===== config.mk =====
export PLATFORM = sky130hd
export DESIGN_NAME = vrx_rot_axis
export DESIGN_NICKNAME = d
export VERILOG_FILES = /design/src/hdl/vertex_rotate_xyz_fixed_assert.svh /design/src/hdl/vrx_pkg.sv /design/src/hdl/vrx_rot_axis.sv
export SDC_FILE = /design/constraint.sdc
export NUM_CORES = 2
export LEC_CHECK = 0
export BUFFER_PORTS_ARGS = -buffer_cell sky130_fd_sc_hd__buf_2
export CORE_MARGIN = 4
export CORE_UTILIZATION = 30
export DETAILED_ROUTE_END_ITERATION = 10
export SYNTH_ARGS = -nofsm -noshare
export SYNTH_HDL_FRONTEND = slang
export SYNTH_SLANG_ARGS = --single-unit

===== constraint.sdc =====
create_clock -name aclk -period 10.6 [get_ports aclk]
set_input_delay 1.06 -clock aclk [delete_from_list [all_inputs] [get_ports aclk]]
set_output_delay 1.06 -clock aclk [all_outputs]
set_load 0.01 [all_outputs]

===== src/hdl/vertex_rotate_xyz_fixed_assert.svh =====
// Assertion macros used by the vertex rotation top level.
`ifndef VERTEX_ROTATE_XYZ_FIXED_ASSERT_SVH
`define VERTEX_ROTATE_XYZ_FIXED_ASSERT_SVH

`ifndef SYNTHESIS

`define VRX_ASSERT(label, prop) \
    label: assert property (@(posedge aclk) disable iff (!aresetn) prop) \
        else $error("%m: assertion failed");

`define VRX_ASSERT_NR(label, prop) \
    label: assert property (@(posedge aclk) prop) \
        else $error("%m: assertion failed");

`else

`define VRX_ASSERT(label, prop)

`define VRX_ASSERT_NR(label, prop)

`endif

`endif


===== src/hdl/vrx_pkg.sv =====
// Shared constants and types of the fixed-point XYZ vertex rotation block.
package vrx_pkg;

    localparam int REG_W       = 14;
    localparam int IN_W        = 24;
    localparam int OUT_W       = 26;
    localparam int TRIG_SCALE  = 4096;
    localparam int SCALE_SHIFT = $clog2(TRIG_SCALE);
    localparam int NUM_REGS    = 6;
    localparam int CFG_IDX_W   = 3;

    localparam int IN_TDATA_W  = ((3 * IN_W + 7) / 8) * 8;
    localparam int OUT_TDATA_W = ((3 * OUT_W + 7) / 8) * 8;

    localparam logic [CFG_IDX_W-1:0] REG_COS_X = CFG_IDX_W'(0);
    localparam logic [CFG_IDX_W-1:0] REG_SIN_X = CFG_IDX_W'(1);
    localparam logic [CFG_IDX_W-1:0] REG_COS_Y = CFG_IDX_W'(2);
    localparam logic [CFG_IDX_W-1:0] REG_SIN_Y = CFG_IDX_W'(3);
    localparam logic [CFG_IDX_W-1:0] REG_COS_Z = CFG_IDX_W'(4);
    localparam logic [CFG_IDX_W-1:0] REG_SIN_Z = CFG_IDX_W'(5);

    typedef struct packed {
        logic prod_ld;
        logic sum_ld;
    } vrx_stage_ld_t;

endpackage


===== src/hdl/vrx_rot_axis.sv =====
// Two-stage planar rotation: registered products, then registered sums scaled toward zero.
module vrx_rot_axis #(
    parameter int WA = vrx_pkg::IN_W,
    parameter int WB = vrx_pkg::IN_W,
    localparam int WP = ((WA > WB) ? WA : WB) + vrx_pkg::REG_W,
    localparam int WS = WP + 1,
    localparam int WO = WS - vrx_pkg::SCALE_SHIFT
) (
    input  logic                           aclk,
    input  vrx_pkg::vrx_stage_ld_t         ld,
    input  logic signed [WA-1:0]           a,
    input  logic signed [WB-1:0]           b,
    input  logic signed [vrx_pkg::REG_W-1:0] c,
    input  logic signed [vrx_pkg::REG_W-1:0] s,
    output logic signed [WO-1:0]           p,
    output logic signed [WO-1:0]           q
);
    import vrx_pkg::*;

    logic signed [WP-1:0] ac_reg, bs_reg, as_reg, bc_reg;
    logic signed [WP-1:0] ac_next, bs_next, as_next, bc_next;
    logic signed [WS-1:0] diff_sum, plus_sum;
    logic signed [WO-1:0] p_reg, q_reg, p_next, q_next;

    // Division by the trig scale, truncating toward zero.
    function automatic logic signed [WO-1:0] scale_down(input logic signed [WS-1:0] v);
        logic signed [WS-1:0] adj;
        adj = v + $signed({{(WS - SCALE_SHIFT){1'b0}}, {SCALE_SHIFT{v[WS-1]}}});
        return adj[WS-1:SCALE_SHIFT];
    endfunction

    always_comb begin
        ac_next  = a * c;
        bs_next  = b * s;
        as_next  = a * s;
        bc_next  = b * c;
        diff_sum = WS'(ac_reg) - WS'(bs_reg);
        plus_sum = WS'(as_reg) + WS'(bc_reg);
        p_next   = scale_down(diff_sum);
        q_next   = scale_down(plus_sum);
    end

    always_ff @(posedge aclk) begin
        if (ld.prod_ld) begin
            ac_reg <= ac_next;
            bs_reg <= bs_next;
            as_reg <= as_next;
            bc_reg <= bc_next;
        end
        if (ld.sum_ld) begin
            p_reg <= p_next;
            q_reg <= q_next;
        end
    end

    assign p = p_reg;
    assign q = q_reg;

endmodule

* Word level (Yosys, flattened, before mapping)
Index checks and enable logic that the tools add are counted.
** Cells by class
- Add/sub/neg operators :: 4
- Multipliers :: 4
- Divide/modulo/power cells :: 0
- Magnitude comparators :: 0
- Equality and inequality tests :: 0
- Shifts and indexed selects :: 0
- Multiplexer cells :: 0
- Bitwise logic cells :: 0
- Reductions and logical operators :: 0
** Operators with widths (count)
- $mul 24x14->38 :: 4
- $add 39x13->39 :: 2
- $add 38x38->39 :: 1
- $sub 38x38->39 :: 1
** Storage, ports and cells
- Bits in registers :: 206
- Latch bits :: 0
- Bits in writable memories :: 0
- Bits in read-only memories :: 0
- Input bits :: 79
- Output and inout port bits :: 54
- Word-level logic and storage cells :: 14
- Memories :: 0

* Depth between registers and ports, before layout
- Word-level depth :: 2
- Gate-level depth with buffers :: 26
- Mapped depth without buffers :: 24

* Least setup slack after synthesis
No wires, ideal clock.
- Path kind :: input to register
- Start :: input port a[6]
- End :: register ac_reg[37], data pin
- Library setup time :: 260 ps
- Arrival :: 7347 ps
- Required time :: 10340 ps
- Path slack :: 2993 ps
- Stages :: 26
- Path buffers :: 2
- Cell sequence :: clkbuf_1 clkbuf_1 and2_1 fa_1 inv_1 fa_1 inv_1 fa_1 inv_1 fa_1 fa_1 inv_1 fa_1 ha_1 a2111oi_0 o21ai_1 a31oi_1 a211oi_1 o21ai_1 a31oi_1 o21ai_1 a31oi_1 or4b_1 a31o_2 a21oi_1 xnor2_1
** On the way
- Word-level cells in the longest chain between the ends :: 1
** Ends and longest elaborated chain
- start: declaration :: RTL line vrx_rot_axis.sv:11 : input logic signed [WA-1:0] a,
- $mul 24x14->38 :: RTL line vrx_rot_axis.sv:33 : ac_next = a * c;
- named net ac_next[37] :: RTL line vrx_rot_axis.sv:21 : logic signed [WP-1:0] ac_next, bs_next, as_next, bc_next;
- end signal: assignment :: RTL line vrx_rot_axis.sv:45 : ac_reg <= ac_next;
- end: declaration :: RTL line vrx_rot_axis.sv:20 : logic signed [WP-1:0] ac_reg, bs_reg, as_reg, bc_reg;
The timed path passes the listed nets, and every way through them passes these cells.
A chain may end at the register's enable or synchronous reset.

* Final worst setup path
- Start :: input port s[13] in the netlist's numbering
- End :: register bs_reg[34], data pin
** On the way
- Word-level cells in the longest chain between the ends :: 1
** Ends and longest elaborated chain
- start: declaration :: RTL line vrx_rot_axis.sv:14 : input logic signed [vrx_pkg::REG_W-1:0] s,
- $mul 24x14->38 :: RTL line vrx_rot_axis.sv:34 : bs_next = b * s;
- named net bs_next[34] :: RTL line vrx_rot_axis.sv:21
- end signal: assignment :: RTL line vrx_rot_axis.sv:46 : bs_reg <= bs_next;
- end: declaration :: RTL line vrx_rot_axis.sv:20
The timed path passes the listed nets, and every way through them passes these cells.

==> reports/results.txt <==
outcome = finished, final reports clean
CP Class = input pin to flip-flop
Total GRT Usage = 0.166
final worst-path cycle share = 0.767
mapped cell area = 0.0586 mm^2
Final Hold Viols = 0
TritonCTS clock tree = done
DRC Markers = 0
clock buffer depth = 3
met2 Use GR = 0.278
Sequential cell area = 0.00619 mm^2
vias in the first global route = 45,700
first-pass GRT wire length = 264 mm
FF+latch count, synth = 206
Mapped Cells = 6,288
layer carrying the most global-route usage = met2
Top FF cell, synth = edfxtp_1
Worst-path clk slew = 70 ps
DIE AREA = 0.202 mm^2
upper clock frequency limit = 123 MHz
Clock Tree Root = clkbuf_16
hold crit path type = flip-flop to flip-flop
area leader, netlist = fa_1
fillcell total = 20,000
critical path data required time = 10,970 ps
DIE HEIGHT = 450 um
H-tree depth = 1
FF-to-FF setup slack = 4330 ps
Initial Util = 0.303
Synth Area per Inst = 9.32 um^2
DRT Pass-1 Iters = 7
crit path capture type = flip-flop
Skew-Pair Late Insertion Delay = 630 ps
CTS resizes = 0
GR Util met1 = 0.204
clk_skew = 38.0 ps
DR iter-0 viols = 2,677
max_cap viols = 0
row count = 161
TritonCTS Buffers = 28
post-CTS setup buffer count = 0
area occupied by multi-input gates = 0.0460 mm^2
post-route minimum period = 8130 ps
Yosys top cell area share = 0.431
ys async rst share = 0
RD Place Congestion = 0.895
Post-DRT Antenna Nets = 0
Sink Count = 206
initial antenna violation count = 33
Slew Limit Fails = 0
final wirelength = 165 mm
most frequent cells in the layout = inv_1, fa_1, nand2_1, and2_1, ha_1
commonest non-fill, non-tap cell in the layout = inv_1
Post-synth EDFFs = 206
Slew @ Worst Pin = 1120 ps
critical path fanouts, max = 36
number of vias per cell = 4.79
GRT overflow = 0
ranking of synthesized cells by area = fa_1, edfxtp_1, ha_1
headroom to the max-slew limit = 0.250
vias after detailed routing = 42,000
synth warn = 0
Layout area overhead = 6.86%
largest net degree at the start of global routing = 98
syn nets = 8,075
Core Footprint = 0.193 mm^2
startpoint types = input pin
DP Wirelength = 133 mm
Nets = 7,989
WL/cell = 18.8 um
DIE WIDTH = 450 um
worst path arrival time = 8500 ps
RSZ-0062 raised after global routing = no
synth unique cells = 92
final setup TNS = 0 ps
hold buffer count at cts = 0
layout cell share with drive strength beyond 1 = 0.0448
number of buffers added on ports = 132
sequential area share after synthesis = 0.106
Finish-stage setup viols = 0
Ports = 133
met3 Use GR = 0.0263
final cells by class:
class,instances,share of cell area
repair buffers,184,0.0169
multi-input cells,4393,0.735
diodes,18,0.000720
flip-flops and latches,206,0.0988
inverters,1389,0.0833
clock inverters,22,0.00326
well taps,2526,0.0505
clock buffers,30,0.0113
cell usage after synthesis, types with 19 or more instances:
cell / instances
a211oi_1: 25
a21o_1: 85
a21oi_1: 186
a31oi_1: 23
and2_1: 570
and3_1: 19
clkbuf_1: 293
edfxtp_1: 206
fa_1: 1262
ha_1: 446
inv_1: 1388
nand2_1: 799
nand2b_1: 39
nand3_1: 55
nand4_1: 21
nor2_1: 201
nor2b_1: 21
nor3_1: 48
o21a_1: 34
o21ai_0: 80
o21bai_1: 32
xnor2_1: 195
xor2_1: 69
critical path, stage by stage:
cell and delay [ps]:
buf_2 420, clkinv_1 240, buf_4 350, fa_1 600, inv_1 50, fa_1 560, fa_1 450, fa_1 500
fa_1 490, inv_1 50, fa_1 470, inv_1 40, ha_1 340, a21o_1 180, a21o_1 190, nor3_1 180
o21ai_0 230, nand3_1 190, a31oi_1 210, o31ai_1 470, a21oi_1 190, or4_1 460, a31o_2 250, a21oi_1 170
xnor2_1 80
stage by stage:
step            util  setup slack [ps]  hold WS, ps  cell area (um^2)  std cells
2_1_floorplan      -              2990          797             58600       6288
3_3_place_gp   0.319              1960          940             61600       8698
3_5_place_dp   0.319              1910          922             61600       8698
4_1_cts        0.323              2520          945             62600       8750
5_1_grt        0.324              1990         1010             62600       8761
6_report       0.324              2470          931             62600       8768
per-layer routing:
layer / routed length [um] / share of wire
met1: 65600 / 0.40
met2: 77700 / 0.47
met3: 9930 / 0.060
met4: 11200 / 0.068
met5: 123 / 0.00075
path summary, 6_finish.rpt:
kind / start / to / cells after the start
max: s[13] / bs_reg[34]$_DFFE_PP_ / 25
min: bs_reg[12]$_DFFE_PP_ / p[0]$_DFFE_PP_ / 4
max reg2reg: as_reg[16]$_DFFE_PP_ / q[26]$_DFFE_PP_ / 20
min reg2reg: bs_reg[12]$_DFFE_PP_ / p[0]$_DFFE_PP_ / 4
cells by family (layout without fill, tap and decap cells):
| family | count (synthesis) | after routing | synth area share |
|---|---|---|---|
| simple gates | 1833 | 1833 | 0.154 |
| flops | 206 | 206 | 0.106 |
| other cells | 0 | 18 | 0 |
| fa+ha+maj | 1708 | 1708 | 0.527 |
| xor+xnor | 267 | 267 | 0.0403 |
| mux | 2 | 2 | 0.000342 |
| compound gates | 583 | 583 | 0.0647 |
| buf+inv | 1689 | 1625 | 0.109 |
Power is not shown: default switching activity piles up to over one toggle a cycle in this logic, so the estimate is an artifact.
